[config.mk]
export PLATFORM = sky130hd
export DESIGN_NAME = jdcm_circle_lane
export DESIGN_NICKNAME = d
export VERILOG_FILES = /design/src/design/jdcm_pkg.sv /design/src/design/jdcm_circle_lane.sv
export SDC_FILE = /design/constraint.sdc
export NUM_CORES = 2
export LEC_CHECK = 0
export ABC_AREA = 1
export BUFFER_PORTS_ARGS = -buffer_cell sky130_fd_sc_hd__buf_2
export CAP_MARGIN = 20
export CORE_MARGIN = 1.5
export CORE_UTILIZATION = 50
export DETAILED_ROUTE_END_ITERATION = 8
export PLACE_DENSITY_LB_ADDON = 0.08
export SLEW_MARGIN = 20
export SYNTH_ARGS = -nofsm -noshare
export SYNTH_HDL_FRONTEND = slang
export SYNTH_SLANG_ARGS = --single-unit
[constraint.sdc]
create_clock -name clock -period 16.3 [get_ports clock]
set_input_delay 3.26 -clock clock [delete_from_list [all_inputs] [get_ports clock]]
set_output_delay 3.26 -clock clock [all_outputs]
set_load 0.05 [all_outputs]
[src/design/jdcm_pkg.sv]
package jdcm_pkg;

   localparam int ADC_MAX    = 1023;
   localparam int ADC_CENTER = 512;
   localparam int MAX_SQ     = ADC_MAX * ADC_MAX;
   localparam int DZ_RESET   = 20;

   localparam int DIV_STEPS  = 10;
   localparam int CIRC_STEPS = 15;
   localparam int MAG_STEPS  = 10;

   localparam int AXIS_LAT  = DIV_STEPS + 2;
   localparam int CIRC_LAT  = CIRC_STEPS + 2;
   localparam int MAG_PAD   = CIRC_LAT - (MAG_STEPS + 2);
   localparam int TOTAL_LAT = AXIS_LAT + CIRC_LAT + 2;

   typedef struct packed {
      logic [9:0] x_raw;
      logic [9:0] y_raw;
   } req_item_type;

   typedef struct packed {
      logic signed [15:0] x_circle;
      logic signed [15:0] y_circle;
      logic        [9:0]  magnitude;
   } rsp_item_type;

endpackage

[src/design/jdcm_circle_lane.sv]
module jdcm_circle_lane (
   input  logic               clock,
   input  logic [9:0]         axis_abs,
   input  logic               axis_neg,
   input  logic [20:0]        len_sq,
   output logic signed [15:0] coord
);

   localparam int STEPS = jdcm_pkg::CIRC_STEPS;
   localparam int EW = 48;
   localparam int FW = 36;
   localparam int XW = 53;

   logic [19:0] abs_sq;

   logic [EW-1:0]    e_ff   [0:STEPS];
   logic [FW-1:0]    f_ff   [0:STEPS];
   logic [STEPS-1:0] t_ff   [0:STEPS];
   logic [20:0]      s_ff   [0:STEPS];
   logic [EW-1:0]    rhs_ff [0:STEPS];
   logic             neg_ff [0:STEPS];

   logic signed [15:0] coord_in;
   logic signed [15:0] coord_ff;

   assign abs_sq = axis_abs * axis_abs;

   always_ff @(posedge clock) begin
      e_ff[0]   <= '0;
      f_ff[0]   <= '0;
      t_ff[0]   <= '0;
      s_ff[0]   <= len_sq;
      rhs_ff[0] <= {abs_sq, 28'd0};
      neg_ff[0] <= axis_neg;
   end

   // grow t one bit a stage, tracking t*t*s and t*s
   for (genvar i = 0; i < STEPS; i++) begin : g_step
      localparam int K = STEPS - 1 - i;
      logic [XW-1:0] cand;
      assign cand = XW'(e_ff[i]) + (XW'(f_ff[i]) << (K + 1))
                  + (XW'(s_ff[i]) << (2 * K));
      always_ff @(posedge clock) begin
         s_ff[i+1]   <= s_ff[i];
         rhs_ff[i+1] <= rhs_ff[i];
         neg_ff[i+1] <= neg_ff[i];
         if (cand <= XW'(rhs_ff[i])) begin
            e_ff[i+1] <= EW'(cand);
            f_ff[i+1] <= FW'(f_ff[i] + (FW'(s_ff[i]) << K));
            t_ff[i+1] <= t_ff[i] | (STEPS'(1) << K);
         end else begin
            e_ff[i+1] <= e_ff[i];
            f_ff[i+1] <= f_ff[i];
            t_ff[i+1] <= t_ff[i];
         end
      end
   end

   always_comb begin
      if (neg_ff[STEPS]) begin
         coord_in = signed'(16'(-{1'b0, t_ff[STEPS]}));
      end else begin
         coord_in = signed'({1'b0, t_ff[STEPS]});
      end
   end

   always_ff @(posedge clock) begin
      coord_ff <= coord_in;
   end

   assign coord = coord_ff;

endmodule

==> impl_metrics.tcl <==
set metrics [dict create \
    first_pass_iters 7 \
    cp.required_ps 17070 \
    holdPathStages 0 \
    postCtsSetupBuffers 0 \
    r2r-end "f_ff[1][80]" \
    reg2regPathDepth 27 \
    ys_warn_count 0 \
    r2r_slack_ps 9180 \
    via_count 93748 \
    first_iter_violations 10244 \
    grt_max_degree 80 \
    cts_tree "yes" \
    grtUsageMet2_pct 52.5 \
    start_util_pct 50.4 \
    async_flop_share_pct 0 \
    synthTopCellsByArea "dfxtp_1 31%, ha_1 14%, nand2_1 14%" \
    synth_compound_area_share_pct 9.35 \
    cts_resized 0 \
    finalSetupTns_ps 0 \
    cp.arrival_ps 7890 \
    cp-end-kind "register" \
    fp.coreArea_mm2 0.202 \
    holdWs_ps 311 \
    min_period_over_period_pct 43.7 \
    synth_ff_type "dfxtp_1" \
    skew_ps 45.3 \
    dieArea_mm2 0.207 \
    crit_type "reg -> reg" \
    status "complete, no violations" \
    hold_class "reg -> reg" \
    gr-usage-all-layers_pct 34.9 \
    die_w_um 455 \
    cp_slowest_cell "buf_4" \
    max_freq_mhz 141 \
    muxShareOfSynthArea_pct 0.0110 \
    yosysMostFrequentCell "nand2_1" \
    clockBufferDepth 3 \
    cts_sinks 1579 \
    synth_top_area_share_pct 31.0 \
    grt_pass1_vias 89287 \
    rows 165 \
    place_inst 16207 \
    drive_gt1_share_pct 3.28 \
    synth_fa_ha_area_share_pct 20.3 \
    antenna_found_initial 20 \
    synth_top_family_by_area "simple AND/OR/NAND/NOR gates" \
    synthXorXnorAreaFrac_pct 6.04 \
    relSlewSlack_pct 23.6 \
    synth-edff-count 0 \
    nNetsFinal 15215 \
    startpoint_type "register" \
    avgSynthCellArea_um2 7.43 \
    cts_buffers 175 \
    worstMarginPinSlew_ps 1130 \
    ys_ff_latch 1579 \
    place.gp.congestion 1.03 \
    period_needed_ps 7120 \
    seq_area_frac_synth_pct 31.0 \
    synthesis.area_mm2 0.102 \
    ios 49 \
    clk_latency_ps 850 \
    cap_violations 0 \
    final_cells 16539 \
    wire_per_inst_um 22.2 \
    worstReg2RegStart "f_ff[1][43]" \
    grt_pass1_wl_mm 550 \
    startpoint "f_ff[1][43]" \
    port_buffers 48 \
    synth-simple-area-share_pct 26.5 \
    cts_root_buf "clkbuf_16" \
    path_clk_slew_ps 60 \
    cts_max_level 4 \
    gr-max-usage-layer "met2" \
    grt_use_met3_pct 9.29 \
    vias_per_cell 5.67 \
    synthDistinctLibCells 63 \
    grt_setup_unrepaired "no" \
    synth_commonest_cells "3820 x nand2_1, 1579 x dfxtp_1, 1490 x inv_1, 1180 x nand3_1, 1162 x ha_1" \
    cts_hold_buf 0 \
    hold_path_end "t_ff[7][2]" \
    worstHoldStart "t_ff[6][17]" \
    netlist_instances 13713 \
    final_util_pct 54.7 \
    synth_nets 15215 \
    slew_violations 0 \
    area_growth_pct 8.65 \
    postRouteAntennaNets 0 \
    setup_viol 0 \
    route.detailed.drc 0 \
    grt_overflow 0 \
    synth_top_area_cell "dfxtp_1" \
    dieHeight_um 455 \
    hold_violations 0 \
    grt_util_met1_pct 48.9 \
    hpwlAfterDp_mm 304 \
    slowest_delay_ps 630 \
    crit_fanout 63 \
    routed_wl_mm 368 \
]
## how the worst max path moves through the flow
stage	to	slack, ps	cells after the start
floorplan	rhs_ff[0][43]	8730	18
global placement	rhs_ff[0][42]	8280	21
detailed placement	rhs_ff[0][42]	8410	21
CTS	rhs_ff[0][43]	9330	18
global route	f_ff[1][60]	8850	28
finish	f_ff[1][80]	9180	27
## area by class of cell
class                      instances  area [µm²]
clock buffer                     231        4840
multi-input combinational      10368       63500
clock inverter                    91        1280
timing repair buffer              89         546
antenna                            9        22.5
fill                           19521       91600
inverter                        1500        5630
tap                             2672        3340
sequential                      1579       31600
## registers in the layout (all words and copies together) (netlist names)
register and cells:
rhs_ff 285, f_ff 385, s_ff 315, e_ff 442, coord 16, neg_ff 16, t_ff 120
## cells by family (layout without fill, tap and decap cells)
group,count (synthesis),after routing
AOI/OAI and AO/OA,1713,1713
xor gates and xnor gates,703,703
adders and majority gates,1469,1469
muxes,1,1
buffers and inverters,1766,1911
DFF,1579,1579
and+or+nand+nor,6481,6481
other,1,10
## per-layer routing
metal  share of wire [%]  routed length [µm]  vias up
met5              0.0035                  13        -
met4                 2.9               10800        2
met3                  11               39200      620
met2                  42              155000     4149
met1                  44              163000    44051
li1                    -                   -    44926
## stage by stage
stage	setup WS [ps]	instance area, µm²
3_5_place_dp	8410	105000
6_report	9180	111000
3_3_place_gp	8280	105000
5_1_grt	8850	111000
2_1_floorplan	8730	102000
4_1_cts	9330	111000
## worst max-delay path: cells and delay by family, from the launching register on
kind	cells	cell delay [ps]
compound gates	4	1420
buf+inv	3	790
fa+ha+maj	4	1450
simple gates	15	2820
xor+xnor	1	150
flops	1	360
## cell usage in the layout (no fill, tap or decap), types with 12 or more instances in the layout
cell	Yosys	routed
a211oi_1	33	33
a21boi_0	35	35
a21o_1	85	85
a21oi_1	883	882
a31oi_1	53	53
buf_2	91	48
buf_4	29	40
bufinv_16	0	22
clkbuf_1	123	33
clkbuf_16	0	177
clkbuf_8	0	21
clkinv_2	0	30
clkinv_4	0	12
dfxtp_1	1579	1579
fa_1	307	307
ha_1	1162	1162
inv_1	1490	1490
nand2_1	3820	3811
nand2_2	12	19
nand3_1	1180	1179
nand3b_1	47	47
nand4_1	193	193
nor2_1	963	962
nor3_1	142	142
nor4_1	56	56
o2111ai_1	13	13
o211ai_1	21	21
o21a_1	23	23
o21ai_0	427	427
o21ai_1	14	14
o21bai_1	74	74
or2_2	25	25
xnor2_1	260	260
xor2_1	443	443
Power is left out: the tool's default activity adds up to more than one toggle a clock period on the data nets, which glitch-free logic cannot reach.
