[src/design/jdcm_pkg.sv]
package jdcm_pkg;

   localparam int ADC_MAX    = 1023;
   localparam int ADC_CENTER = 512;
   localparam int MAX_SQ     = ADC_MAX * ADC_MAX;
   localparam int DZ_RESET   = 20;

   localparam int DIV_STEPS  = 10;
   localparam int CIRC_STEPS = 15;
   localparam int MAG_STEPS  = 10;

   localparam int AXIS_LAT  = DIV_STEPS + 2;
   localparam int CIRC_LAT  = CIRC_STEPS + 2;
   localparam int MAG_PAD   = CIRC_LAT - (MAG_STEPS + 2);
   localparam int TOTAL_LAT = AXIS_LAT + CIRC_LAT + 2;

   typedef struct packed {
      logic [9:0] x_raw;
      logic [9:0] y_raw;
   } req_item_type;

   typedef struct packed {
      logic signed [15:0] x_circle;
      logic signed [15:0] y_circle;
      logic        [9:0]  magnitude;
   } rsp_item_type;

endpackage

[src/design/jdcm_axis_lane.sv]
module jdcm_axis_lane (
   input  logic               clock,
   input  logic [9:0]         sample,
   input  logic [8:0]         half_width,
   output logic signed [10:0] centered
);

   localparam int STEPS = jdcm_pkg::DIV_STEPS;

   logic [9:0]  upper_edge;
   logic [9:0]  lower_edge;
   logic        is_upper;
   logic        is_lower;
   logic [8:0]  span_up;
   logic [18:0] num_in;
   logic [9:0]  den_in;
   logic        direct_in;
   logic [9:0]  dval_in;

   logic [18:0] rem_ff [0:STEPS];
   logic [9:0]  den_ff [0:STEPS];
   logic [9:0]  quo_ff [0:STEPS];
   logic        up_ff  [0:STEPS];
   logic        dir_ff [0:STEPS];
   logic [9:0]  dval_ff [0:STEPS];

   logic [9:0]  level;
   logic [10:0] twice;
   logic signed [10:0] centered_in;
   logic signed [10:0] centered_ff;

   always_comb begin
      upper_edge = 10'(jdcm_pkg::ADC_CENTER) + {1'b0, half_width};
      lower_edge = 10'(jdcm_pkg::ADC_CENTER) - {1'b0, half_width};
      is_upper   = sample >= upper_edge;
      is_lower   = sample <= lower_edge;
      span_up    = 9'(sample - upper_edge);
      direct_in  = 1'b0;
      dval_in    = 10'(jdcm_pkg::ADC_CENTER);
      num_in     = '0;
      den_in     = 10'd1;
      if (is_upper) begin
         // span times 511, over the remaining upper range
         num_in = {1'b0, span_up, 9'd0} - 19'(span_up);
         den_in = 10'(10'd511 - {1'b0, half_width});
         if (half_width == 9'd511) begin
            direct_in = 1'b1;
            dval_in   = 10'(jdcm_pkg::ADC_MAX);
         end
      end else if (is_lower) begin
         num_in = {sample, 9'd0};
         den_in = lower_edge;
      end else begin
         direct_in = 1'b1;
      end
   end

   always_ff @(posedge clock) begin
      rem_ff[0]  <= num_in;
      den_ff[0]  <= den_in;
      quo_ff[0]  <= '0;
      up_ff[0]   <= is_upper;
      dir_ff[0]  <= direct_in;
      dval_ff[0] <= dval_in;
   end

   for (genvar i = 0; i < STEPS; i++) begin : g_div
      localparam int K = STEPS - 1 - i;
      logic [18:0] trial;
      assign trial = 19'(den_ff[i]) << K;
      always_ff @(posedge clock) begin
         den_ff[i+1]  <= den_ff[i];
         up_ff[i+1]   <= up_ff[i];
         dir_ff[i+1]  <= dir_ff[i];
         dval_ff[i+1] <= dval_ff[i];
         if (rem_ff[i] >= trial) begin
            rem_ff[i+1] <= rem_ff[i] - trial;
            quo_ff[i+1] <= quo_ff[i] | (10'd1 << K);
         end else begin
            rem_ff[i+1] <= rem_ff[i];
            quo_ff[i+1] <= quo_ff[i];
         end
      end
   end

   always_comb begin
      if (dir_ff[STEPS]) begin
         level = dval_ff[STEPS];
      end else if (up_ff[STEPS]) begin
         level = quo_ff[STEPS] + 10'(jdcm_pkg::ADC_CENTER);
      end else begin
         level = quo_ff[STEPS];
      end
      twice = {level, 1'b0};
      if (level == 10'(jdcm_pkg::ADC_CENTER)) begin
         centered_in = '0;
      end else begin
         centered_in = signed'(11'(twice - 11'(jdcm_pkg::ADC_MAX)));
      end
   end

   always_ff @(posedge clock) begin
      centered_ff <= centered_in;
   end

   assign centered = centered_ff;

endmodule

[config.mk]
export PLATFORM = sky130hd
export DESIGN_NAME = jdcm_axis_lane
export DESIGN_NICKNAME = d
export VERILOG_FILES = /design/src/design/jdcm_pkg.sv /design/src/design/jdcm_axis_lane.sv
export SDC_FILE = /design/constraint.sdc
export NUM_CORES = 1
export LEC_CHECK = 0
export BUFFER_PORTS_ARGS = -buffer_cell sky130_fd_sc_hd__buf_2
export CORE_MARGIN = 2
export CORE_UTILIZATION = 40
export DETAILED_ROUTE_END_ITERATION = 8
export PLACE_DENSITY = 0.67
export SLEW_MARGIN = 5
export SYNTH_ARGS = -nofsm -noshare
export SYNTH_HDL_FRONTEND = slang
export SYNTH_SLANG_ARGS = --single-unit
[constraint.sdc]
create_clock -name clock -period 2.9 [get_ports clock]
set_input_delay 0.145 -clock clock [delete_from_list [all_inputs] [get_ports clock]]
set_output_delay 0.145 -clock clock [all_outputs]
set_load 0.02 [all_outputs]
==> qor.csv <==
stage,metric,value,unit
outcome,result of the run,completed,
sta,top achievable clock speed,364,MHz
setup_path,end of the worst register-to-register path,rem_ff[1][17],
sta,Pins Over Slew Limit,0,
drt,total DRC errors in the routed layout,0,
final_layout,antenna diode instance count,0,
sta,Slew headroom,52.3,%
logic_synthesis,count of state elements after synthesis,389,
placed_design,weighted congestion reported at the end of routability-driven placement,0.924,
setup_path,reg2reg start,den_ff[3][3],
pwr,power per cell area,1120,mW/mm²
clocking,TritonCTS clock tree,built,
setup_path,largest stage delay on the critical path,510,ps
placed_design,DP Worst Slack,-56.8,ps
sta,worst-case clock skew,14.9,ps
setup_path,dominant cell type by count on the critical path,buf_4,
setup_path,Crit path required time,3350,ps
placed_design,post-DP HPWL,23.9,mm
logic_synthesis,post-synth top area share,49.8,%
sta,setup repair after global routing missed its margin,no,
setup_path,crit path launch type,input pin,
logic_synthesis,count of different cell masters after synthesis,81,
die,row cnt,72,
setup_path,"Buf+Inv Stages, Crit Path",5,
hold_path,Tightest Hold Check Type,in -> reg,
final_layout,# nets final,1821,
logic_synthesis,sequential fraction of the synthesis area,49.8,%
global_routing,wire length of the first global-routing pass,51.8,mm
clocking,maximum level of the CTS H-tree,2,
final_layout,share of layout cells above drive strength 1,12.0,%
logic_synthesis,number of warnings issued by yosys,0,
final_layout,highest-count cells in the layout ignoring fill and taps,"dfxtp_1 (389), inv_1 (161), ha_1 (120), nor2_1 (88), a21oi_1 (88)",
sta,"Min Clock Period, post-route",2740,ps
sta,Worst Hold Margin,199,ps
logic_synthesis,Synth Net Count,1713,
logic_synthesis,total standard cell area after synthesis,0.0157,mm²
drt,Routed wire per std cell,14.0,µm
drt,residual antenna-violating net count after detailed routing,0,
pwr,static leakage power,0.00766,µW
setup_path,critical path capture point type,register,
final_layout,area growth from synthesis to layout,17.1,%
die,die extent in x,202,µm
drt,number of DRC markers in iteration 0,567,
setup_path,cell-by-cell listing of the critical path,"dlygate4sd3_1, buf_2, buf_4, inv_1, ha_2, o2111ai_1, a31o_1, and2_1, buf_4, or3b_1, or3_1, o21ai_1",
logic_synthesis,Synth area leader,dfxtp_1,
pwr,peak supply drop,0.000387,V
setup_path,data arrival time of the worst path,3200,ps
clocking,total CTS buffers,38,
global_routing,global-route congestion overflow total,0,
pwr,Logic pwr share,37.2,%
global_routing,maximum number of pins on one net before global-route repair,21,
die,Vert. Die Dim,202,µm
setup_path,slowest stage cell on the critical path,dlygate4sd3_1,
setup_path,maximum fanout along the worst path,9,
sta,final number of hold-violating endpoints,0,
global_routing,overall routing resource usage,15.3,%
pwr,sequential fraction of design power,37.2,%
clocking,Clock Tree Buf Depth,3,
pwr,Net Sw Frac,33.0,%
logic_synthesis,gate count of the mapped netlist,1562,
pwr,clock network fraction of design power,25.6,%
run,# Max-Cap Violations,0,
sta,"Setup violations, final",0,
final_layout,most frequent standard cell in the layout excluding fill and tap cells,dfxtp_1,
global_routing,number of antenna violations at the first check in global routing,0,
setup_path,Top delay family on crit path,buffers and inverters,
die,Initial Util,40.5,%
clocking,clock insertion delay at the later pin of the skew report,520,ps
logic_synthesis,"EDFF count, synth",0,
sta,Final period util,94.7,%
pwr,NetSw,6770,µW
die,die area,0.0407,mm²
clocking,clock edge transition at the registers on the reported setup and hold paths,60,ps
die,I/O pin cnt,31,
drt,vias per cell,4.97,
logic_synthesis,dominant register cell in the synthesized netlist,dfxtp_1,
clocking,clock root buffer,clkbuf_16,
setup_path,endpoint of the worst setup timing path,rem_ff[0][16],
setup_path,reg2reg path depth,9,
logic_synthesis,post-synthesis async set-or-reset flop share,0,%
sta,Slew @ Worst Pin,713,ps
global_routing,via count of the first global-routing pass,11256,
setup_path,start-to-end type of the worst setup path,in -> reg,
drt,vias after detailed routing,10999,
setup_path,depth of the critical timing path with buffers and inverters included,12,
final_layout,end-of-flow core utilization,47.4,%
die,core footprint,0.0386,mm²
setup_path,Worst setup startpoint,half_width[2],
logic_synthesis,top post-synthesis cells by area,"dfxtp_1 (50%), ha_1 (9.7%), inv_1 (3.9%)",
pwr,Internal Dissipation,13800,µW
placed_design,count of port buffers added during placement,30,
logic_synthesis,mean instance size in the synthesized netlist,10.0,µm²
clocking,number of sinks on the clock net,389,
drt,length of the first detailed-routing pass in iterations,5,
sta,worst setup margin,155,ps
setup_path,Register-to-Register Setup Slack,160,ps
drt,DRT Wirelength,31.0,mm
-- power groups by stage --
| stage | clock network, µW | registers, µW | logic (µW) |
|---|---|---|---|
| after floorplan | 0 | 7540 | 5990 |
| after global placement | 0 | 7720 | 7280 |
| after detailed placement | 0 | 7750 | 7500 |
| after CTS | 5380 | 7650 | 7580 |
| after global routing | 5620 | 7820 | 8590 |
| final | 5250 | 7640 | 7630 |
-- what timing repair did --
action / CTS / global route
setup buffers: 0 / 3
setup endpoints to repair: 0 / 39
hold endpoints to repair: 19 / 0
gates resized for setup: 0 / 15
hold buffers: 19 / 0
-- synthesized netlist by cell type (4+ instances only) --
cell / n
a211oi_1: 9
a21boi_0: 6
a21o_1: 16
a21oi_1: 89
a31o_2: 4
a31oi_1: 14
and2_1: 12
and3_1: 4
buf_2: 9
clkbuf_1: 14
dfxtp_1: 389
fa_1: 10
ha_1: 121
inv_1: 161
mux2_2: 30
mux2i_1: 10
nand2_1: 76
nand2b_1: 15
nand3_1: 25
nand3b_1: 5
nand4_1: 22
nor2_1: 88
nor2b_1: 28
nor3_1: 37
nor3b_1: 5
nor4_1: 16
nor4b_1: 10
o2111ai_1: 4
o211ai_1: 9
o21a_1: 19
o21ai_0: 84
o21ai_1: 5
o22ai_1: 5
o31a_1: 8
o31ai_1: 12
or2_2: 7
or3_1: 19
or4_1: 9
xnor2_1: 53
xor2_1: 46
-- through the flow --
| step | setup TNS (ps) | std cells | total power (µW) | area, µm² |
|---|---|---|---|---|
| 2_1_floorplan | 0 | 1562 | 13500 | 15700 |
| 3_3_place_gp | 0 | 2126 | 15000 | 16700 |
| 3_5_place_dp | -130 | 2126 | 15200 | 16700 |
| 4_1_cts | 0 | 2212 | 20600 | 18200 |
| 5_1_grt | 0 | 2215 | 22000 | 18300 |
| 6_report | 0 | 2215 | 20500 | 18300 |
-- state kept, by name, summed over array words and instances, names as in the netlist --
register / cells
rem_ff: 190
den_ff: 100
quo_ff: 55
centered: 11
dir_ff: 11
dval_ff: 11
up_ff: 11
-- per-layer routing --
metal	global-route usage [%]	part of all wire, %
met1	15.8	40
met5	0	0
met2	30.5	53
met4	6.28	3.9
met3	2.26	3.1
-- worst min path at each step --
stage,start,endpoint,slack [ps],depth (start not counted)
after floorplan,half_width[0],den_ff[0][0],240,1
after global placement,dir_ff[6],dir_ff[7],310,0
after CTS,half_width[1],den_ff[0][1],170,5
final,sample[0],rem_ff[0][0],200,5
after detailed placement,quo_ff[1][25],quo_ff[1][35],310,0
after global routing,half_width[1],dval_ff[0][7],210,4
-- layout make-up --
cell class,count,area [µm²]
Sequential cell,389,7790
Multi-Input combinational cell,984,7220
Clock inverter,17,273
Timing Repair Buffer,95,686
Tap cell,518,648
Inverter,162,608
Clock buffer,50,1100
Fill cell,3537,20300
-- worst min-delay path, delay by kind of cell --
| family | cells | cell delay, ps |
|---|---|---|
| fa+ha+maj | 1 | 170 |
| simple gates | 1 | 50 |
| buf+inv | 3 | 310 |
-- logic make-up after synthesis --
logic type,after synthesis,synth area share [%]
buf+inv,189,4.68
compound gates,314,12.5
mux,40,2.80
simple gates,400,13.7
flops,389,49.8
xor+xnor,99,5.54
fa+ha+maj,131,11.0
Power figures use the tool's default switching activity.
