--- config.mk ---
export PLATFORM = sky130hd
export DESIGN_NAME = jdcm_mag_lane
export DESIGN_NICKNAME = d
export VERILOG_FILES = /design/src/design/jdcm_pkg.sv /design/src/design/jdcm_mag_lane.sv
export SDC_FILE = /design/constraint.sdc
export NUM_CORES = 1
export LEC_CHECK = 0
export BUFFER_PORTS_ARGS = -buffer_cell sky130_fd_sc_hd__buf_4
export CORE_MARGIN = 2
export CORE_UTILIZATION = 60
export DETAILED_ROUTE_END_ITERATION = 16
export GPL_TIMING_DRIVEN = 0
export PLACE_DENSITY = 0.85
export SLEW_MARGIN = 20
export SYNTH_ARGS = -nofsm -noshare
export SYNTH_HDL_FRONTEND = slang
export SYNTH_SLANG_ARGS = --single-unit
--- constraint.sdc ---
create_clock -name clock -period 4.2 [get_ports clock]
set_input_delay 0 -clock clock [delete_from_list [all_inputs] [get_ports clock]]
set_output_delay 0 -clock clock [all_outputs]
set_load 0.005 [all_outputs]
--- src/design/jdcm_pkg.sv ---
package jdcm_pkg;

   localparam int ADC_MAX    = 1023;
   localparam int ADC_CENTER = 512;
   localparam int MAX_SQ     = ADC_MAX * ADC_MAX;
   localparam int DZ_RESET   = 20;

   localparam int DIV_STEPS  = 10;
   localparam int CIRC_STEPS = 15;
   localparam int MAG_STEPS  = 10;

   localparam int AXIS_LAT  = DIV_STEPS + 2;
   localparam int CIRC_LAT  = CIRC_STEPS + 2;
   localparam int MAG_PAD   = CIRC_LAT - (MAG_STEPS + 2);
   localparam int TOTAL_LAT = AXIS_LAT + CIRC_LAT + 2;

   typedef struct packed {
      logic [9:0] x_raw;
      logic [9:0] y_raw;
   } req_item_type;

   typedef struct packed {
      logic signed [15:0] x_circle;
      logic signed [15:0] y_circle;
      logic        [9:0]  magnitude;
   } rsp_item_type;

endpackage

--- src/design/jdcm_mag_lane.sv ---
module jdcm_mag_lane (
   input  logic        clock,
   input  logic [20:0] len_sq,
   output logic [9:0]  magnitude
);

   localparam int STEPS = jdcm_pkg::MAG_STEPS;
   localparam int PAD   = jdcm_pkg::MAG_PAD;

   logic [20:0] s_ff   [0:STEPS];
   logic        sat_ff [0:STEPS];
   logic [9:0]  r_ff   [0:STEPS];
   logic [19:0] e_ff   [0:STEPS];
   logic [9:0]  mag_ff [0:PAD];

   always_ff @(posedge clock) begin
      s_ff[0]   <= len_sq;
      sat_ff[0] <= len_sq >= 21'(jdcm_pkg::MAX_SQ);
      r_ff[0]   <= '0;
      e_ff[0]   <= '0;
   end

   for (genvar i = 0; i < STEPS; i++) begin : g_root
      localparam int K = STEPS - 1 - i;
      logic [21:0] cand;
      assign cand = 22'(e_ff[i]) + (22'(r_ff[i]) << (K + 1)) + (22'(1) << (2 * K));
      always_ff @(posedge clock) begin
         s_ff[i+1]   <= s_ff[i];
         sat_ff[i+1] <= sat_ff[i];
         if (cand <= 22'(s_ff[i])) begin
            r_ff[i+1] <= r_ff[i] | (10'd1 << K);
            e_ff[i+1] <= 20'(cand);
         end else begin
            r_ff[i+1] <= r_ff[i];
            e_ff[i+1] <= e_ff[i];
         end
      end
   end

   always_ff @(posedge clock) begin
      mag_ff[0] <= sat_ff[STEPS] ? 10'(jdcm_pkg::ADC_MAX) : r_ff[STEPS];
   end

   // delay to line up with the circle lanes
   for (genvar j = 0; j < PAD; j++) begin : g_pad
      always_ff @(posedge clock) begin
         mag_ff[j+1] <= mag_ff[j];
      end
   end

   assign magnitude = mag_ff[PAD];

endmodule

==> results of run 1 <==
kinds of logic (layout without fill, tap and decap cells):
| kind of cell | Yosys count | after routing | synth area share, % |
|---|---|---|---|
| DFF | 409 | 409 | 59.4 |
| and+or+nand+nor | 247 | 247 | 10.1 |
| AOI/OAI and AO/OA | 149 | 149 | 7.26 |
| adders and majority gates | 127 | 127 | 11.5 |
| buffers and inverters | 114 | 235 | 3.18 |
| xor gates and xnor gates | 105 | 105 | 6.67 |
| muxes | 22 | 22 | 1.88 |
routing by layer:
layer | routed length, microns | vias up
li1 | - | 4197
met1 | 9370 | 3907
met2 | 14400 | 193
met3 | 779 | 114
met4 | 1700 | 0
met5 | 0 | -
repair_timing:
action | 4_1_cts | 5_1_grt
resized for setup | 6 | 5
setup buffers | 1 | 1
hold buffers | 21 | 0
endpoints found under the setup margin | 24 | 29
endpoints found under the hold margin | 22 | 0
pin swaps | 1 | 1
flip-flops by register name, indices dropped and copies added (netlist names):
register	flops
e_ff	81
mag_ff	60
r_ff	47
s_ff	210
sat_ff	11
stage by stage:
step / cell area (sq um) / hold WS (ps)
final: 15900 / 125
after floorplan: 13800 / 27.7
after CTS: 15900 / 98.5
after global placement: 14400 / 113
after global routing: 15900 / 121
after detailed placement: 14400 / 114
layout make-up:
cell class / instances / area, sq um / area share, %
repair buffers: 54 / 458 / 2.87
multi-input cells: 650 / 5200 / 32.7
flip-flops and latches: 409 / 8190 / 51.4
well taps: 285 / 357 / 2.24
inverters: 110 / 413 / 2.59
clock inverters: 17 / 245 / 1.54
plain buffers: 4 / 25.0 / 0.157
clock buffers: 50 / 1050 / 6.57
worst max-delay path, delay by kind of cell (launching register included):
| kind | cells | cell delay, ps |
|---|---|---|
| DFF | 1 | 320 |
| xor gates and xnor gates | 1 | 150 |
| buffers and inverters | 1 | 260 |
| AOI/OAI and AO/OA | 3 | 660 |
| adders and majority gates | 2 | 530 |
| and+or+nand+nor | 7 | 1950 |
worst max path at each step:
stage	startpoint	cells past startpoint	to	slack, ps
6_report	e_ff[8][8]	14	e_ff[9][18]	170
5_1_grt	e_ff[8][6]	15	e_ff[9][11]	20
4_1_cts	r_ff[1][35]	14	e_ff[8][8]	40
3_5_place_dp	e_ff[8][8]	14	e_ff[9][18]	-470
3_3_place_gp	e_ff[8][8]	14	e_ff[9][18]	-450
2_1_floorplan	e_ff[8][8]	14	e_ff[9][16]	670
cell usage after synthesis (12+ instances only):
master	number	area, sq um
dfxtp_1	409	8190
ha_1	127	1590
inv_1	110	413
xnor2_1	53	464
xor2_1	52	455
nor2_1	45	169
a21oi_1	42	210
nand2_1	36	135
a21o_1	27	203
nand4_1	22	138
mux2_2	19	214
nand3_1	19	95.1
nor3_1	19	95.1
o21ai_0	15	75.1
nor4_1	14	87.6
nor2b_1	13	81.3
nor4b_1	12	105
power by group through the flow:
stage	clock network (W)	logic [W]	registers (W)
floorplan	0	0.00362	0.00497
global placement	0	0.00446	0.00510
detailed placement	0	0.00465	0.00513
CTS	0.00353	0.00487	0.00506
global route	0.00369	0.00546	0.00513
finish	0.00349	0.00490	0.00506
==> flow_summary_export.csv, run 1 <==
group,metric,value,unit
timing,min_period,4030,ps
die,core_area,22600,sq um
setup_path,setup.worst_path.start_class,"register",
global_routing,met2_usage,44.9,%
synthesis,avgSynthCellArea,11.8,sq um
hold_path,hold_path_end,"s_ff[0][12]",
global_routing,grt.busiest_layer,"met2",
placed_design,gp_congestion,0.863,
global_routing,grt_max_degree,17,
route,drtPass1Iterations,5,
timing,hold_violations,0,
cells_and_area,final_common_cell,"dfxtp_1",
timing,setup_slack,175,ps
setup_path,cp_common_cell,"ha_1",
synthesis,ys_ff_latch,409,
clock_tree,clock-root-buffer,"clkbuf_16",
placed_design,preCtsSetupSlack,-472,ps
cells_and_area,drive_gt1_share,11.7,%
power_and_ir_drop,pwr-share-seq,37.6,%
status,status,"finished, final reports clean",
clock_tree,cts_tree,"built",
die,dieArea,24200,sq um
timing,slew_headroom,54.3,%
run,cap_violations,0,
route,totalWireLength,26.2,mm
setup_path,critical_path_class,"register to register",
synthesis,async_flop_share,0,%
timing,max_freq,0.248,GHz
placed_design,dpl.cell_count,1489,
route,wl_per_cell,16.6,microns
cells_and_area,final_core_util,70.6,%
cells_and_area,nets,1416,
route,vias_per_cell,5.33,
setup_path,critPathMaxFanout,10,
timing,fin_tns_setup,0,ps
timing,maxSlewViolCount,0,
hold_path,hold_start,"len_sq[12]",
clock_tree,numCtsBuffers,38,
power_and_ir_drop,power_frac_comb,36.4,%
global_routing,grtUsageTotal,22.2,%
synthesis,syn-cell-area,13800,sq um
timing,finClkSkew,24.8,ps
power_and_ir_drop,total_leakage_power,7.17,nW
placed_design,dp_hpwl,18.4,mm
clock_tree,clk_pin_slew_worst_paths,70,ps
power_and_ir_drop,switching_power,0.00452,W
cells_and_area,final_cell_mix,"409 x dfxtp_1, 127 x ha_1, 110 x inv_1",
hold_path,hp-class,"input pin to register",
power_and_ir_drop,clkPwrFrac,26.0,%
synthesis,synth_cells,1173,
setup_path,slowest_delay,540,ps
setup_path,cp_slowest_cell,"or4_1",
clock_tree,cts.sinks,409,
setup_path,end_kind,"register",
timing,fin_crit_sh,95.8,%
global_routing,grt_pass1_wl,42.3,mm
die,die_h,156,microns
setup_path,cp_cell_sequence,"ha_1 > or4_1 > o22ai_2 > nand3b_1 > nor2_1 > and3_1 > ha_1 > nand4_1 > nor4_2 > a221oi_1 > a21oi_2 > buf_2 > nor3_1 > xor2_1",
setup_path,regToRegSetupSlack,170,ps
global_routing,grt_pass1_vias,9076,
die,start_util,61.1,%
synthesis,synthFlopType,"dfxtp_1",
die,die_x,156,microns
global_routing,antenna_found_initial,0,
timing,worst_slew_pin_slew,668,ps
cells_and_area,fillers,1480,
synthesis,syn_nets,1322,
setup_path,reg2reg_to,"e_ff[9][18]",
placed_design,port_buffers,31,
route,drtIter0Drc,358,
clock_tree,htree_levels,2,
clock_tree,clock_latency,530,ps
route,vias,8411,
setup_path,timing.rr.start,"e_ff[8][8]",
global_routing,use_met1,20.0,%
setup_path,required,4580,ps
die,io_pins,32,
die,std_cell_rows,55,
cells_and_area,stdcell_count,1579,
global_routing,use_met3,3.64,%
power_and_ir_drop,power.density,844,nW/um^2
timing,rsz0062_at_grt,"false",
setup_path,critPathArrivalTime,4410,ps
route,antenna_left,0,
timing,setup_viol_count_final,0,
setup_path,r2r_cells,14,
synthesis,yosys_warnings,0,
synthesis,yosysUniqueCellTypes,63,
clock_tree,clockBufferDepth,3,
cells_and_area,insertedDiodeCount,0,
route,drc_errors,0,
hold_path,holdPathStages,2,
power_and_ir_drop,peakVddDrop,0.000522,V
global_routing,grt-ovfl-total,0,
power_and_ir_drop,swShare,33.6,%
power_and_ir_drop,p_int,0.00893,W
synthesis,ys_seq_area_share,59.4,%
synthesis,synth_edf_count,0,
cells_and_area,areaGrowthSynthToFinish,15.6,%
power_and_ir_drop,finalPower,0.0135,W
No activity file was read; power rests on OpenSTA's default activity.
==> run 2: changes to the inputs <==
--- a/config.mk
+++ b/config.mk
@@ -11,6 +11,7 @@
 export DETAILED_ROUTE_END_ITERATION = 16
 export GPL_TIMING_DRIVEN = 0
 export PLACE_DENSITY = 0.85
+export RECOVER_POWER = 100
 export SLEW_MARGIN = 20
 export SYNTH_ARGS = -nofsm -noshare
 export SYNTH_HDL_FRONTEND = slang
==> run 2 against run 1 <==
  * Clock skew is 1.2 ps lower
  * Count of clock-buffer cells in the layout stayed put
  * Total power is 0.48% lower
  * Via count hardly changed
  * First-iteration DRC count is 5.0% lower
  * Non-clock buffer count stayed put
==> flow_summary_export.csv, run 2 (same netlist as run 1, synthesis figures left out) <==
group,metric,value,unit
setup_path,required,4580,ps
setup_path,critPathArrivalTime,4420,ps
setup_path,timing.rr.start,"e_ff[8][8]",
timing,finClkSkew,23.6,ps
timing,min_period,4040,ps
setup_path,regToRegSetupSlack,160,ps
global_routing,antenna_found_initial,0,
power_and_ir_drop,power.density,844,nW/um^2
timing,hold_violations,0,
route,drtIter0Drc,340,
route,totalWireLength,26.3,mm
clock_tree,cts.sinks,409,
timing,worst_slew_pin_slew,666,ps
hold_path,hp-class,"input pin to register",
clock_tree,numCtsBuffers,38,
die,std_cell_rows,55,
clock_tree,clockBufferDepth,3,
global_routing,grt-ovfl-total,0,
cells_and_area,drive_gt1_share,10.6,%
route,drc_errors,0,
setup_path,crit_start,"e_ff[8][8]",
cells_and_area,largest_reg_flops,210,
power_and_ir_drop,peakVddDrop,0.000523,V
cells_and_area,areaGrowthSynthToFinish,15.1,%
setup_path,r2r_cells,14,
global_routing,grtUsageTotal,22.2,%
cells_and_area,nets,1416,
clock_tree,htree_levels,2,
die,start_util,61.1,%
setup_path,setup.worst_path.start_class,"register",
timing,maxSlewViolCount,0,
cells_and_area,final_common_cell,"dfxtp_1",
route,vias_per_cell,5.33,
status,status,"finished, final reports clean",
clock_tree,clk_pin_slew_worst_paths,70,ps
global_routing,grt_pass1_vias,9076,
timing,whs,147,ps
die,die_x,156,microns
global_routing,grt_pass1_wl,42.3,mm
run,cap_violations,0,
setup_path,reg2reg_to,"e_ff[9][18]",
clock_tree,clock-root-buffer,"clkbuf_16",
clock_tree,cts_tree,"built",
die,core_area,22600,sq um
setup_path,end_kind,"register",
timing,rsz0062_at_grt,"false",
route,drtPass1Iterations,4,
timing,fin_tns_setup,0,ps
timing,max_freq,0.248,GHz
timing,fin_crit_sh,96.2,%
global_routing,grt_max_degree,17,
placed_design,dpl.cell_count,1489,
die,dieArea,24200,sq um
cells_and_area,insertedDiodeCount,0,
power_and_ir_drop,total_leakage_power,7.11,nW
clock_tree,clock_latency,530,ps
timing,setup_viol_count_final,0,
timing,slew_headroom,54.5,%
cells_and_area,final_cell_mix,"409 x dfxtp_1, 127 x ha_1, 110 x inv_1",
cells_and_area,stdcell_count,1579,
cells_and_area,reg_top3,"s_ff x210, e_ff x81, mag_ff x60",
cells_and_area,regMostFlops,"s_ff",
setup_path,critical_path_class,"register to register",
die,die_h,156,microns
die,io_pins,32,
hold_path,hold_start,"len_sq[12]",
hold_path,hold_path_end,"s_ff[0][12]",
setup_path,critPathMaxFanout,10,
route,vias,8409,
placed_design,gp_congestion,0.863,
placed_design,dp_hpwl,18.4,mm
hold_path,holdPathStages,2,
placed_design,port_buffers,31,
route,wl_per_cell,16.6,microns
route,antenna_left,0,
[run 2: how the worst max path moves through the flow]
stage                       end  slack, ps  cells after the start
floorplan           e_ff[9][16]        670                     14
global placement    e_ff[9][18]       -450                     14
detailed placement  e_ff[9][18]       -470                     14
CTS                  e_ff[8][8]         40                     14
global route         e_ff[8][8]         10                     14
finish              e_ff[9][18]        160                     14
[run 2: worst max-delay path, cell delays in order, from the launching register on]
cell and delay [ps]:
dfxtp_1 320, ha_1 240, or4_1 540, o22ai_2 250, nand3b_1 290, nor2_1 120
and3_1 200, ha_1 290, nand4_1 240, nor4_2 480, a221oi_1 230, a21oi_2 190
buf_2 270, nor3_1 80, xor2_1 150
[run 2: final cells by class]
class                      instances  area (sq um)
buffer                             4          18.8
clock buffer                      50          1050
clock inverter                    17           245
fill                            1503          6700
inverter                         110           413
multi-input combinational        650          5180
sequential                       409          8190
tap                              285           357
timing repair buffer              54           424
[run 2: where the power goes]
part	internal, W	leakage (nW)	total [W]	switching, W
clock network	0.00208	0.628	0.00349	0.00141
registers	0.00457	3.43	0.00506	0.000492
logic	0.00223	3.06	0.00483	0.00261
[run 2: layer usage]
| layer | up-vias | share of wire (%) | GRT usage, % |
|---|---|---|---|
| met2 | 183 | 55 | 44.9 |
| met4 | 0 | 6.3 | 14.3 |
| met1 | 3921 | 36 | 20.0 |
| li1 | 4195 | - | - |
| met3 | 110 | 3.0 | 3.64 |
| met5 | - | 0 | 0 |
[run 2: metrics by stage]
step                cell area (sq um)  util [%]  setup WS (ps)  power (W)
CTS                             15900      70.5           37.6     0.0135
global placement                14400      63.7           -445    0.00956
finish                          15900      70.3            160     0.0134
floorplan                       13800         -            665    0.00860
detailed placement              14400      63.7           -472    0.00978
global route                    15900      70.3           12.4     0.0142
[run 2: what timing repair did]
action / 4_1_cts / 5_1_grt
pin swaps: 1 / 1
setup endpoints to repair: 24 / 29
endpoints found under the hold margin: 22 / 0
resized for setup: 6 / 5
buffers inserted: 1 / 1
hold buffers: 21 / 0
==> run 3: changes to the inputs <==
--- a/config.mk
+++ b/config.mk
@@ -5,6 +5,7 @@
 export SDC_FILE = /design/constraint.sdc
 export NUM_CORES = 1
 export LEC_CHECK = 0
+export ABC_AREA = 1
 export BUFFER_PORTS_ARGS = -buffer_cell sky130_fd_sc_hd__buf_4
 export CORE_MARGIN = 2
 export CORE_UTILIZATION = 60
==> run 3 against run 2 <==
  * Global-route usage up 2.6 points
  * Count of clock-buffer cells in the layout up 6
  * Largest power group is now combinational logic
  * Sequential share of layout area down 2.9 points
  * Via count up 26%
  * First-iteration DRC count up 63%
  * Die area up 7.1%
  * Setup slack better by 460 ps
  * Clock skew down 3.7 ps
  * Flip-flop and latch count unchanged
  * Synthesized cell count up 39%
  * Critical path type unchanged
  * Highest routed layer unchanged
  * Final area up 6.0%
  * Combinational power up 14%
==> flow_summary_export.csv, run 3 <==
group,metric,value,unit
status,status,"finished, final reports clean",
setup_path,critPathArrivalTime,4030,ps
cells_and_area,drive_gt1_share,6.16,%
cells_and_area,final_cell_mix,"409 x dfxtp_1, 388 x nand2_1, 224 x inv_1",
run,cap_violations,0,
synthesis,ys_seq_area_share,55.3,%
die,die_x,161,microns
global_routing,grt_max_degree,16,
clock_tree,htree_levels,2,
die,core_area,24200,sq um
setup_path,cp_common_cell,"nand2_1",
setup_path,cp_cell_sequence,"ha_1 > or2_2 > and2_1 > nand2_1 > nand2_1 > nand3b_1 > nand2_1 > ha_1 > nand2_1 > inv_1 > nand2_1 > nand2_1 > a21oi_1 > nand3_1 > nand2_1 > clkbuf_1 > nand2_1 > nand2_1",
route,antenna_left,0,
timing,worst_slew_pin_slew,619,ps
synthesis,yosysMostFrequentCell,"dfxtp_1",
timing,fin_crit_sh,85.2,%
timing,hold_violations,0,
placed_design,dp_hpwl,22.7,mm
route,vias,10625,
timing,maxSlewViolCount,0,
clock_tree,cts_resized,0,
cells_and_area,fillers,1806,
setup_path,cp_slowest_cell,"clkbuf_1",
power_and_ir_drop,power.density,842,nW/um^2
route,vias_per_cell,5.11,
global_routing,grt-ovfl-total,0,
synthesis,ys_ff_latch,409,
route,drtIter0Drc,553,
global_routing,grtUsageTotal,24.8,%
die,std_cell_rows,57,
synthesis,yosys.area.top_type,"dfxtp_1",
setup_path,setup.worst_path.start_class,"register",
global_routing,grt_pass1_wl,51.5,mm
setup_path,timing.rr.start,"e_ff[8][7]",
clock_tree,cts_tree,"built",
global_routing,grt_pass1_vias,10917,
setup_path,slowest_delay,450,ps
die,die_h,161,microns
route,totalWireLength,31.8,mm
power_and_ir_drop,peakVddDrop,0.000506,V
synthesis,yosys_warnings,0,
clock_tree,cts.sinks,409,
power_and_ir_drop,total_leakage_power,8.48,nW
timing,min_period,3580,ps
timing,fin_tns_setup,0,ps
clock_tree,numCtsBuffers,39,
synthesis,synth_cells,1631,
clock_tree,clk_pin_slew_worst_paths,60,ps
setup_path,critPathMaxFanout,10,
synthesis,syn_nets,1780,
timing,slew_headroom,58.4,%
hold_path,hold_start,"len_sq[5]",
route,drc_errors,0,
global_routing,antenna_found_initial,1,
cells_and_area,areaGrowthSynthToFinish,13.7,%
timing,max_freq,0.279,GHz
synthesis,synthFlopType,"dfxtp_1",
synthesis,yosysUniqueCellTypes,42,
hold_path,hp-class,"input pin to register",
synthesis,yosysTopAreaCellShare,55.3,%
timing,finClkSkew,19.9,ps
synthesis,ys_top_cells_by_area,"dfxtp_1 55%, ha_1 11%, nand2_1 9.7%, inv_1 5.7%, nand3_1 4.5%",
placed_design,gp_congestion,0.900,
cells_and_area,final_common_cell,"dfxtp_1",
setup_path,crit_start,"e_ff[8][7]",
clock_tree,clock-root-buffer,"clkbuf_16",
synthesis,async_flop_share,0,%
synthesis,avgSynthCellArea,9.07,sq um
timing,setup_viol_count_final,0,
clock_tree,clock_latency,530,ps
die,dieArea,25900,sq um
cells_and_area,final_core_util,69.4,%
placed_design,port_buffers,31,
route,drtPass1Iterations,5,
clock_tree,cts_setup_buffers,0,
cells_and_area,nets,1873,
setup_path,end_kind,"register",
cells_and_area,reg_top3,"s_ff x210, e_ff x81, mag_ff x60",
route,wl_per_cell,15.3,microns
setup_path,required,4650,ps
clock_tree,clockBufferDepth,3,
cells_and_area,largest_reg_flops,210,
die,io_pins,32,
cells_and_area,regMostFlops,"s_ff",
synthesis,syn-cell-area,14800,sq um
cells_and_area,insertedDiodeCount,0,
timing,rsz0062_at_grt,"false",
synthesis,synth_edf_count,0,
setup_path,critical_path_class,"register to register",
synthesis,yosys-top-cells-count,"409 x dfxtp_1, 383 x nand2_1, 224 x inv_1",
die,start_util,61.0,%
## run 3: timing repair
action                                 4_1_cts  5_1_grt
setup endpoints to repair                    0        0
endpoints found under the hold margin       22        0
hold buffers                                21        0
## run 3: worst paths after layout
| kind | to | slack (ps) | cells past startpoint |
|---|---|---|---|
| hold / removal | s_ff[0][5] | 150 | 2 |
| setup / recovery | e_ff[9][14] | 620 | 18 |
| hold reg to reg | mag_ff[5][8] | 320 | 0 |
| setup reg to reg | e_ff[9][14] | 620 | 18 |
## run 3: critical path: cells and delay by family (launching register included)
kind | cells | cell delay (ps)
AND/OR/NAND/NOR | 13 | 1800
adder cells (fa/ha/maj) | 2 | 620
buffers and inverters | 2 | 490
flip-flops | 1 | 320
AO/OA/AOI/OAI | 1 | 260
## run 3: area by class of cell
type,instances,area [sq um],share of cell area (%)
flip-flops and latches,409,8190,48.7
plain buffers,9,41.3,0.245
clock buffers,56,1100,6.54
well taps,324,405,2.41
multi-input cells,989,5650,33.5
repair buffers,52,390,2.32
clock inverters,15,218,1.29
inverters,224,841,5.00
## run 3: through the flow
stage               total power, W  hold slack [ps]  instance area (sq um)  setup WS, ps  cells
global route                0.0153              137                  16800           345   2078
CTS                         0.0142              103                  17000           926   2078
finish                      0.0142              152                  16800           621   2078
floorplan                  0.00915             27.7                  14800          1640   1631
detailed placement          0.0106              115                  15400           997   1986
global placement            0.0103              113                  15400          1050   1986
## run 3: cell families after synthesis
family	count (synthesis)	synth area share [%]
DFF	409	55.3
xor gates and xnor gates	43	2.55
AOI/OAI and AO/OA	100	3.88
adders and majority gates	127	10.7
buffers and inverters	233	6.08
and+or+nand+nor	719	21.4
## run 3: power breakdown
group | internal (W) | switching [W] | total [W]
registers | 0.00462 | 0.000500 | 0.00513
clock network | 0.00209 | 0.00145 | 0.00354
logic | 0.00204 | 0.00347 | 0.00551
## run 3: metal layers
| metal | up-vias | global-route usage [%] | share of wire, % |
|---|---|---|---|
| met2 | 254 | 49.7 | 54 |
| met1 | 4870 | 24.2 | 37 |
| met4 | 0 | 13.0 | 5.1 |
| li1 | 5398 | - | - |
| met3 | 103 | 3.49 | 3.4 |
| met5 | - | 0 | 0 |
